===== config.mk =====
export PLATFORM = sky130hd
export DESIGN_NAME = iso_tx_header_and_credit_table
export DESIGN_NICKNAME = d
export VERILOG_FILES = /design/src/rtl/core/isotx_pkg.sv /design/src/rtl/core/iso_tx_header_and_credit_table.sv
export SDC_FILE = /design/constraint.sdc
export NUM_CORES = 1
export LEC_CHECK = 0
export BUFFER_PORTS_ARGS = -buffer_cell sky130_fd_sc_hd__clkbuf_2
export CAP_MARGIN = 20
export CORE_MARGIN = 3
export CORE_UTILIZATION = 30
export DETAILED_ROUTE_END_ITERATION = 10
export GPL_ROUTABILITY_DRIVEN = 0
export GPL_TIMING_DRIVEN = 0
export MAX_ROUTING_LAYER = met4
export RECOVER_POWER = 50
export REMOVE_ABC_BUFFERS = 1
export SETUP_SLACK_MARGIN = 0.15
export SLEW_MARGIN = 15
export SYNTH_ARGS = -nofsm -noshare
export SYNTH_HDL_FRONTEND = slang
export SYNTH_SLANG_ARGS = --single-unit

===== constraint.sdc =====
create_clock -name clock -period 6.6 [get_ports clock]
set_input_delay 0.33 -clock clock [delete_from_list [all_inputs] [get_ports clock]]
set_output_delay 0.33 -clock clock [all_outputs]
set_load 0.005 [all_outputs]

===== src/rtl/core/isotx_pkg.sv =====
// Package for the ISO transmit header and credit table block.
// Holds field widths, table depth, status and opcode codes and the result type.
// No dependencies.
package isotx_pkg;

   localparam int MAX_CONNECTIONS = 5;
   localparam int ENTRY_CNT_W     = $clog2(MAX_CONNECTIONS + 1);

   localparam int HANDLE_W = 12;
   localparam int SEQ_W    = 16;
   localparam int SDU_W    = 16;
   localparam int COUNT_W  = 16;
   localparam int STATUS_W = 3;
   localparam int WORD_W   = 16;
   localparam int LOAD_W   = 14;
   localparam int SDU_OUT_W = 12;
   localparam int MAXLEN_W = 12;

   localparam logic [MAXLEN_W-1:0] MAX_DATA_LEN_RESET = 12'hFFF;
   localparam logic [1:0]          PB_COMPLETE        = 2'd2;
   localparam logic [LOAD_W-1:0]   TS_HDR_LEN         = 14'd8;
   localparam logic [LOAD_W-1:0]   NO_TS_HDR_LEN      = 14'd4;
   localparam logic [COUNT_W-1:0]  COUNT_MAX          = 16'hFFFF;

   typedef enum logic {
      OP_SEND   = 1'b0,
      OP_REPORT = 1'b1
   } opcode_type;

   typedef enum logic [STATUS_W-1:0] {
      STATUS_OK       = 3'd0,
      STATUS_TOO_LONG = 3'd1,
      STATUS_UNKNOWN  = 3'd2,
      STATUS_FULL     = 3'd3,
      STATUS_SKIPPED  = 3'd4
   } status_type;

   typedef struct packed {
      status_type            status;
      logic [WORD_W-1:0]     flags_handle_word;
      logic [LOAD_W-1:0]     load_length;
      logic [SEQ_W-1:0]      seq_out;
      logic [SDU_OUT_W-1:0]  sdu_len_out;
      logic [COUNT_W-1:0]    outstanding;
      logic [COUNT_W-1:0]    released_count;
   } result_type;

endpackage


===== src/rtl/core/iso_tx_header_and_credit_table.sv =====
// Top level: ISO transmit header builder with per-connection outstanding count table.
// Depends on isotx_pkg.
//
//   channel  direction  handshake          payload
//   req_     in         valid / stall      opcode, handle, seq, ts, sdu, count, last
//   rsp_     out        valid / stall      status, header fields, outstanding, released
//   csr_     in         valid / ready      max_data_len (12 bits)
//
// One item per cycle while req_stall is low; its result goes to the result register,
// or to the skid while that register is held. The table lookup (all entries compared
// in parallel) and the count update are combinational between the input ports and the
// result register. A two-entry output (result register plus skid) keeps input open
// while one result waits; req_stall rises only when both are held. Synchronous reset
// clears the table valid bits, entry count, abort flag and both output valid flags.
module iso_tx_header_and_credit_table (
   input  logic                               clock,
   input  logic                               reset,
   input  logic                               req_valid,
   output logic                               req_stall,
   input  logic                               req_opcode,
   input  logic [isotx_pkg::HANDLE_W-1:0]     req_conn_handle,
   input  logic [isotx_pkg::SEQ_W-1:0]        req_seq_number,
   input  logic                               req_ts_present,
   input  logic [isotx_pkg::SDU_W-1:0]        req_sdu_length,
   input  logic [isotx_pkg::COUNT_W-1:0]      req_completed_count,
   input  logic                               req_last_pair,
   output logic                               rsp_valid,
   input  logic                               rsp_stall,
   output logic [isotx_pkg::STATUS_W-1:0]     rsp_status,
   output logic [isotx_pkg::WORD_W-1:0]       rsp_flags_handle_word,
   output logic [isotx_pkg::LOAD_W-1:0]       rsp_load_length,
   output logic [isotx_pkg::SEQ_W-1:0]        rsp_seq_out,
   output logic [isotx_pkg::SDU_OUT_W-1:0]    rsp_sdu_len_out,
   output logic [isotx_pkg::COUNT_W-1:0]      rsp_outstanding,
   output logic [isotx_pkg::COUNT_W-1:0]      rsp_released_count,
   input  logic                               csr_valid,
   output logic                               csr_ready,
   input  logic [isotx_pkg::MAXLEN_W-1:0]     csr_data
);
   import isotx_pkg::*;

   logic [MAXLEN_W-1:0]    max_data_len_ff;
   logic [HANDLE_W-1:0]    handle_table_ff [MAX_CONNECTIONS];
   logic [COUNT_W-1:0]     count_ff [MAX_CONNECTIONS];
   logic [MAX_CONNECTIONS-1:0] valid_ff;
   logic [ENTRY_CNT_W-1:0] entries_used_ff;
   logic                   aborted_ff;

   logic [MAX_CONNECTIONS-1:0] valid_in;
   logic [ENTRY_CNT_W-1:0] entries_used_in;
   logic                   aborted_in;
   logic [MAX_CONNECTIONS-1:0] wr_sel;
   logic [COUNT_W-1:0]     wr_count;

   result_type             out_ff, skid_ff, result;
   logic                   out_valid_ff, skid_valid_ff;

   logic                   req_xfer, rsp_xfer;
   logic [MAX_CONNECTIONS-1:0] match, free_oh;
   logic                   found, table_full;
   logic [COUNT_W-1:0]     found_count;

   assign req_xfer  = req_valid && !req_stall;
   assign rsp_xfer  = out_valid_ff && !rsp_stall;
   assign req_stall = skid_valid_ff;
   assign csr_ready = 1'b1;

   // Handles are unique in the table, so at most one match.
   always_comb begin
      found_count = '0;
      for (int i = 0; i < MAX_CONNECTIONS; i++) begin
         match[i] = valid_ff[i] && (handle_table_ff[i] == req_conn_handle);
         if (match[i]) begin
            found_count = found_count | count_ff[i];
         end
      end
   end

   assign found      = |match;
   // lowest clear bit of the valid vector
   assign free_oh    = ~valid_ff & (valid_ff + MAX_CONNECTIONS'(1));
   assign table_full = (entries_used_ff == ENTRY_CNT_W'(MAX_CONNECTIONS));

   always_comb begin
      result          = '0;
      result.status   = STATUS_OK;
      valid_in        = valid_ff;
      entries_used_in = entries_used_ff;
      aborted_in      = aborted_ff;
      wr_sel          = '0;
      wr_count        = '0;
      if (req_opcode == OP_SEND) begin
         if (req_sdu_length > {{(SDU_W-MAXLEN_W){1'b0}}, max_data_len_ff}) begin
            result.status = STATUS_TOO_LONG;
         end else begin
            result.flags_handle_word = {1'b0, req_ts_present, PB_COMPLETE, req_conn_handle};
            result.load_length = req_sdu_length[LOAD_W-1:0] +
                                 (req_ts_present ? TS_HDR_LEN : NO_TS_HDR_LEN);
            result.seq_out     = req_seq_number;
            result.sdu_len_out = req_sdu_length[SDU_OUT_W-1:0];
            if (found) begin
               wr_sel   = match;
               wr_count = (found_count == COUNT_MAX) ? found_count
                                                     : found_count + COUNT_W'(1);
               result.outstanding = wr_count;
            end else if (table_full) begin
               result.status = STATUS_FULL;
            end else begin
               wr_sel          = free_oh;
               wr_count        = COUNT_W'(1);
               valid_in        = valid_ff | free_oh;
               entries_used_in = entries_used_ff + ENTRY_CNT_W'(1);
               result.outstanding = wr_count;
            end
         end
      end else begin
         if (aborted_ff) begin
            result.status = STATUS_SKIPPED;
         end else if (found) begin
            wr_sel   = match;
            wr_count = (found_count >= req_completed_count) ?
                       found_count - req_completed_count : '0;
            result.outstanding    = wr_count;
            result.released_count = req_completed_count;
         end else begin
            result.status = STATUS_UNKNOWN;
            aborted_in    = 1'b1;
         end
         if (req_last_pair) begin
            aborted_in = 1'b0;
         end
      end
   end

   // control state
   always_ff @(posedge clock) begin
      if (reset) begin
         max_data_len_ff <= MAX_DATA_LEN_RESET;
         valid_ff        <= '0;
         entries_used_ff <= '0;
         aborted_ff      <= 1'b0;
         out_valid_ff    <= 1'b0;
         skid_valid_ff   <= 1'b0;
      end else begin
         if (csr_valid && csr_ready) begin
            max_data_len_ff <= csr_data;
         end
         if (req_xfer) begin
            valid_ff        <= valid_in;
            entries_used_ff <= entries_used_in;
            aborted_ff      <= aborted_in;
         end
         if (skid_valid_ff) begin
            if (rsp_xfer) begin
               skid_valid_ff <= 1'b0;
            end
         end else if (req_xfer) begin
            if (out_valid_ff && !rsp_xfer) begin
               skid_valid_ff <= 1'b1;
            end else begin
               out_valid_ff <= 1'b1;
            end
         end else if (rsp_xfer) begin
            out_valid_ff <= 1'b0;
         end
      end
   end

   // table contents and result payload, no reset
   always_ff @(posedge clock) begin
      for (int i = 0; i < MAX_CONNECTIONS; i++) begin
         if (req_xfer && wr_sel[i]) begin
            count_ff[i]        <= wr_count;
            handle_table_ff[i] <= req_conn_handle;
         end
      end
      if (skid_valid_ff) begin
         if (rsp_xfer) begin
            out_ff <= skid_ff;
         end
      end else if (req_xfer) begin
         if (out_valid_ff && !rsp_xfer) begin
            skid_ff <= result;
         end else begin
            out_ff <= result;
         end
      end
   end

   assign rsp_valid             = out_valid_ff;
   assign rsp_status            = out_ff.status;
   assign rsp_flags_handle_word = out_ff.flags_handle_word;
   assign rsp_load_length       = out_ff.load_length;
   assign rsp_seq_out           = out_ff.seq_out;
   assign rsp_sdu_len_out       = out_ff.sdu_len_out;
   assign rsp_outstanding       = out_ff.outstanding;
   assign rsp_released_count    = out_ff.released_count;

`ifndef SYNTH
   a_skid_behind_out : assert property (@(posedge clock) disable iff (reset)
      skid_valid_ff |-> out_valid_ff)
      else $error("skid holds a result while the output register is empty");

   a_used_matches_valid : assert property (@(posedge clock) disable iff (reset)
      $countones(valid_ff) == int'(entries_used_ff))
      else $error("entry count disagrees with valid bits");

   a_unique_match : assert property (@(posedge clock) disable iff (reset)
      $onehot0(match))
      else $error("handle present in more than one table entry");

   a_reset_empty : assert property (@(posedge clock)
      reset |=> !out_valid_ff && !skid_valid_ff && (valid_ff == '0))
      else $error("state not cleared by reset");
`endif

endmodule


==> results.md, run 1 <==
* Part of the power in registers at 0.509
* Avg WL per Cell at approximately 19 um
* Die Area at about 53000 um^2
* Post-Syn Area per Cell at around 14 um^2
* Final worst setup slack at approximately 0.9 ns
* Area Overhead vs Synth at 18.80%
* Synth Flop Type: edfxtp_1
* Clk_skew at 0.02678 ns
* Proportion of layout cells with a drive suffix above 1 at 0.2267
* YS warnings at 0
* Post-synth EDFFs at about 320
* Post-synthesis mux area share at 0.05837
* Final Hold Viols at 0
* Clock power share at 0.436
* WP data arrival at 5.86 ns
* Initial antenna violation count at 0
* Slew HR at -0.6140
* Remaining DRCs at 0
* Final worst-path cycle share at 0.8606
* Violated checks: max-capacitance violations, max-slew violations
* Hold Slack at between 0.02 and 0.025 ns
* Minimum clock period at about 5.7 ns
* Clock Latency Late Sink at about 0.56 ns
* Clock Tree Root: clkbuf_16
* Buf+Inv Stages, Crit Path at 2
* CTS Sinks at 341
* Slowest cell on the critical path: clkinvlp_2
* Adder-cell share of the synthesized area at 0.02980
* Final Net Count at 1364
* Yosys reg bits at around 340
* RSZ-0062 raised after global routing: false
* Lkg Pwr at roughly 6.8 nW
* Row cnt at 81
* WL final at 36470 um
* Fmax achieved at 176.1 MHz
* Top Ports at 176
* Post-synth top area share at 0.6284
* Max VDD drop at 0.1755 mV
* Pre-CTS setup slack at 0.7887 ns
* Clock transition at path regs at 0.06 ns
* CTS resizes at 0
* Critical Path RT at 6.78 ns
* Synth area leaders: edfxtp_1 63%, mux2_2 5.4%, xnor2_1 4.2%, dfxtp_1 3.0%, ha_1 2.7%
* Pint at 3.715 mW
* First-pass GRT wire length at 56900 um
* Leading area contributor after synthesis: edfxtp_1
* Clock tree buffer depth at 3
* Crit end category: flop
* Library cells used by synthesis at 68
* Switching share of total power at 0.2215
* CP max stage delay at between 1.5 and 2 ns
* Initial Util at 0.3073
* Post-route antenna net violation count at 0
* Drt pass-1 iters at 5
* Routed wl met2 at 17470 um
* Logic pwr share at 0.054
* Worst R2R Start: req_stall
* MaxCap Viol Count at 4
* CP Launch Type: flop
* H-tree depth at 2
* Total track usage at 0.1410
* CTS tree: done
* Met3 WL post-DR at 1844 um
* Via count at 9261
* Final setup viols at 0
* Vias per cell at between 4 and 5
* Ant. Diodes at 0
* Post-synthesis instance area at 15200 um^2
* Fin area at 18050 um^2
* TritonCTS buffer count at 39
* Net Sw Power at 1.057 mW
* DR iter-0 viols at 592
* Design Power at 4.772 mW
* Chip Height at 231.1 um
* Largest net degree at the start of global routing at 53
* Top-count cell post-synth: edfxtp_1
* Metal-1 WL at between 15000 and 20000 um
* Crit-path leading delay family: buffers and inverters
* Largest family of logic cells by synthesized area: simple AND/OR/NAND/NOR gates
* Number of buffers inserted by port buffering at 172
* CP Class: reg -> reg
* Simple-gate share of the synthesized area at 0.09303
* Hold Crit Start: csr_data[0]
* Critical path peak fanout at between 50 and 60
* Pwr per Cell Area at 264.3 nW/um^2
* Worst hold path class: in -> reg
* Async SR Flop Fraction at 0
* Placed Instance Area at about 17000 um^2
* Worst Tran Pin Value at 2.421 ns
* Die width at approximately 230 um
* Outcome: finished, violations left
* Worst setup path startpoint: req_stall
* Seq/Total Area, Yosys at 0.6587
* Core Area at 49460 um^2
* Post-DP HPWL at roughly 25000 um
* GRT overflow at 0
* Xor/xnor share of the synthesized area at 0.05417
* Crit-path cells: clkinvlp_2 -> clkbuf_2 -> nand2_1 -> a21oi_1 -> o21a_2
* Compound-Gate Fraction of Synth Area at 0.07476
* Utilization after layout at 0.3651
* Fill count at approximately 4900
* Cells after Synth at 1054
* Vias in the first global route at 9633
* Commonest cells post-synth: 318 x edfxtp_1, 73 x mux2_2, 73 x xnor2_1
* Max layer used: met4
* Max-slew violation count at 118
## layout make-up
| cell class | instances | area, um^2 | share of cell area |
|---|---|---|---|
| sequential | 341 | 10010 | 0.5544 |
| clock buffer | 46 | 1002 | 0.05551 |
| timing repair buffer | 204 | 1105 | 0.06119 |
| tap | 664 | 830.8 | 0.04602 |
| inverter | 40 | 151.4 | 0.008385 |
| multi-input combinational | 623 | 4761 | 0.2637 |
| clock inverter | 21 | 195.2 | 0.01081 |
## power by group through the flow
stage	sequential [mW]	clock, mW	combinational, mW
2_1_floorplan	2.48	0	0.123
3_3_place_gp	2.49	0	0.265
3_5_place_dp	2.47	0	0.284
4_1_cts	2.43	2.17	0.290
5_1_grt	2.43	2.25	0.293
6_report	2.43	2.08	0.260
## worst register-to-register path: cells and delay by family (launching register included)
kind / cells / cell delay [ns]
buffers and inverters: 2 / 2.82
flip-flops: 1 / 1.21
AND/OR/NAND/NOR: 1 / 0.66
AO/OA/AOI/OAI: 2 / 0.61
## routing by layer
metal  global-route usage  vias to the layer above
met5                    -                        -
met4              0.03583                        0
met3              0.03011                       66
met2               0.2290                      238
met1               0.1806                     4596
li1                     -                     4361
## sequential cells by signal, summed over array words and instances (netlist names), 12 cells and up
register / cells
rsp_load_length: 14
rsp_seq_out: 16
count_ff: 80
handle_table_ff: 60
max_data_len_ff: 12
rsp_flags_handle_word: 14
skid_ff: 89
rsp_outstanding: 16
rsp_released_count: 16
## kinds of logic (layout without fill, tap and decap cells)
kind of cell               after synthesis  count (layout)
AOI/OAI and AO/OA                      153             153
xor gates and xnor gates                94              94
muxes                                   79              79
buffers and inverters                   92             311
other                                    2               4
DFF                                    341             341
and+or+nand+nor                        258             258
adders and majority gates               35              35
## placed cells by master, fill, tap and decap left out, types with 16 or more instances in the layout
cell,Yosys,layout
clkbuf_2,0,116
edfxtp_1,318,318
xnor2_1,73,73
a21oi_1,26,24
nor2_1,36,36
inv_1,38,38
nor3_1,25,25
nand3_1,18,18
nand4_1,16,16
nand2_1,69,69
ha_1,33,33
a22oi_1,18,18
and2_1,48,45
clkbuf_16,0,39
clkbuf_1,24,71
mux2_2,73,73
dfxtp_1,23,23
xor2_1,21,21
## worst paths after layout
check | depth (start not counted) | endpoint | slack (ns)
min | 3 | max_data_len_ff[0] | 0.02
max reg2reg | 5 | count_ff[0][12] | 0.92
max | 5 | count_ff[0][12] | 0.92
min reg2reg | 2 | max_data_len_ff[2] | 0.48
## metrics by stage
stage          TNS (ns)  cells
2_1_floorplan         0   1004
3_5_place_dp          0   1863
4_1_cts               0   1938
3_3_place_gp    -957.67   1840
6_report              0   1939
5_1_grt               0   1939
## what timing repair did
action	in CTS	in global routing
hold endpoints to repair	8	0
buffers inserted	0	0
endpoints found under the setup margin	0	0
hold buffers	8	0
No activity file was read; power rests on OpenSTA's default activity.
==> run 2: changes to the inputs <==
==> constraint.sdc (replaced) <==
create_clock -name clock -period 6.6 [get_ports clock]
set_input_delay 1.32 -clock clock [delete_from_list [all_inputs] [get_ports clock]]
set_output_delay 1.32 -clock clock [all_outputs]
set_load 0.005 [all_outputs]
==> run 2 against run 1 <==
The flow still finishes with violations (max-capacitance violations, max-slew violations). Sequential power about the same. Clock skew up 0.00077 ns. Non-clock buffer count shrank 8. Critical path type is now in -> reg. Critical endpoint is now rsp_outstanding[10]. Largest cell class unchanged. Largest power group unchanged. Highest routed layer unchanged.
==> results.md, run 2 (same netlist as run 1, synthesis figures left out) <==
* Core Area at 49460 um^2 (unchanged)
* Die Area at 53390 um^2 (unchanged)
* Hold Slack at 0.4814 ns (+0.4564 ns)
* Top reg by flops: skid_ff
* Final Hold Viols at 0 (unchanged)
* Via count at 9218 (-0.46%)
* Critical Path RT at 7.01 ns (+0.23 ns)
* Final Net Count at 1356 (-0.59%)
* TritonCTS buffer count at 39 (unchanged)
* Ant. Diodes at 0 (unchanged)
* Pint at 3.713 mW (about the same)
* Part of the power in registers at 0.510 (about the same)
* Clock transition at path regs at 0.06 ns (about the same)
* Final worst-path cycle share at 0.9235 (+0.06290)
* CTS resizes at 0 (unchanged)
* Net Sw Power at 1.057 mW (about the same)
* Proportion of layout cells with a drive suffix above 1 at 0.2384 (+0.01169)
* Inst Count DP at 1863 (unchanged)
* Top Ports at 176 (unchanged)
* Commonest non-fill, non-tap cell in the layout: edfxtp_1
* Lkg Pwr at 6.766 nW (about the same)
* Vias in the first global route at 9590 (-0.45%)
* Commonest non-fill, non-tap cells in the layout: 318 x edfxtp_1, 126 x clkbuf_2, 73 x xnor2_1, 73 x mux2_2, 69 x nand2_1
* Post-CTS Setup Repair Bufs at 0 (unchanged)
* CP Launch Type: input port
* Clk_skew at 0.02755 ns (+0.0007675 ns)
* Max VDD drop at 0.1757 mV (+0.13%)
* Crit end category: flop
* Multi-input logic area at 4780 um^2 (+0.39%)
* CTS Sinks at 341 (unchanged)
* RSZ-0062 raised after global routing: true
* Number of buffers inserted by port buffering at 172 (unchanged)
* Minimum clock period at 6.095 ns (+0.4151 ns)
* Logic pwr share at 0.054 (about the same)
* Violated checks: max-capacitance violations, max-slew violations
* Worst Tran Pin Value at 2.414 ns (-0.006992 ns)
* Remaining DRCs at 0 (unchanged)
* Clock power share at 0.437 (about the same)
* Chip Height at 231.1 um (unchanged)
* CTS tree: done
* Initial antenna violation count at 0 (unchanged)
* Initial Util at 0.3073 (unchanged)
* Max-slew violation count at 118 (unchanged)
* Drt pass-1 iters at 5 (unchanged)
* Avg WL per Cell at 18.88 um (+0.40%)
* MaxCap Viol Count at 4 (unchanged)
* Clock tree buffer depth at 3 (unchanged)
* Clock Tree Root: clkbuf_16
* Utilization after layout at 0.3641 (-0.0009870)
* Final worst setup slack at 0.5047 ns (-0.4151 ns)
* Hold_buf cts at 0 (-8)
* Area Overhead vs Synth at 18.48%
* Outcome: finished, violations left
* H-tree depth at 2 (unchanged)
* Switching share of total power at 0.2216 (about the same)
* Slew HR at -0.6093 (+0.004661)
* Finished Layout Cells at 1931 (-0.41%)
* Clock Latency Late Sink at 0.56 ns (about the same)
* Flip-flop and latch area at 10010 um^2 (unchanged)
* Post-route antenna net violation count at 0 (unchanged)
* Total track usage at 0.1408 (-0.0002454)
* Fill count at 4853 (-0.062%)
* Critical path peak fanout at 11 (-79%)
* GRT overflow at 0 (unchanged)
* Final setup viols at 0 (unchanged)
* WL final at 36460 um (about the same)
* Post-route setup TNS at 0 ns (unchanged)
* Worst hold path class: reg -> reg
* Fmax achieved at 164.1 MHz (-6.8%)
* DR iter-0 viols at 618 (+4.4%)
* Die width at 231.1 um (unchanged)
* Pre-CTS setup slack at -0.2013 ns (-0.9900 ns)
* First-pass GRT wire length at 56790 um (-0.19%)
* Post-DP HPWL at 24900 um (unchanged)
* CP Class: in -> reg
* Row cnt at 81 (unchanged)
* WP data arrival at 6.51 ns (+0.65 ns)
* Vias per cell at 4.774 (about the same)
* Top Registers: skid_ff: 89 flops, count_ff: 80 flops, handle_table_ff: 60 flops
* Pwr per Cell Area at 264.9 nW/um^2 (+0.23%)
* Largest net degree at the start of global routing at 53 (unchanged)
* Max FFs per register at 89 (unchanged)
[run 2: changes by cell type in the layout (fill, tap and decap cells not counted), sizes merged]
cell / delta
dlygate4sd3: -8
[run 2: per-stage QoR]
stage	area (um^2)	power [mW]
2_1_floorplan	14890	2.605
3_3_place_gp	16580	2.754
3_5_place_dp	17010	2.759
4_1_cts	18210	4.888
5_1_grt	18010	4.971
6_report	18010	4.770
[run 2: metal layers]
metal,vias up,share of wire,global-route usage
met2,230,0.48,0.2284
met4,0,0.022,0.03583
met1,4579,0.45,0.1804
met5,-,0,-
li1,4343,-,-
met3,66,0.050,0.03024
[run 2: power by group through the flow]
stage | combinational (mW) | clock [mW] | sequential [mW]
finish | 0.257 | 2.08 | 2.43
global route | 0.290 | 2.25 | 2.43
CTS | 0.286 | 2.17 | 2.43
detailed placement | 0.284 | 0 | 2.47
global placement | 0.265 | 0 | 2.49
floorplan | 0.123 | 0 | 2.48
[run 2: path summary, 6_finish.rpt]
path              slack (ns)  cells past startpoint                  end                from
setup / recovery        0.50                     23  rsp_outstanding[10]  req_conn_handle[1]
hold / removal          0.48                      2   max_data_len_ff[2]  max_data_len_ff[2]
setup reg to reg        0.91                      5      count_ff[0][10]           req_stall
hold reg to reg         0.48                      2   max_data_len_ff[2]  max_data_len_ff[2]
[run 2: cell type report]
class / instances / area share
Clock buffer: 46 / 0.05566
Clock inverter: 21 / 0.01084
Inverter: 40 / 0.008408
Multi-Input combinational cell: 623 / 0.2654
Sequential cell: 341 / 0.5559
Tap cell: 664 / 0.04614
Timing Repair Buffer: 196 / 0.05761
[run 2: critical path, stage by stage]
cell and delay [ns]:
clkbuf_2 0.23, xnor2_1 0.22, nand3_1 0.16, nor4_2 0.29, buf_2 0.24, buf_2 0.23
buf_4 0.18, buf_4 0.15, a222oi_1 0.10, nand2_1 0.11, inv_1 0.07, ha_1 0.23
fa_1 0.45, nor2b_1 0.17, nor2_1 0.06, o21ai_0 0.26, a21o_1 0.23, nand2b_1 0.10
a21oi_1 0.25, o221ai_1 0.33, buf_4 0.30, o22ai_1 0.51, mux2_2 0.28
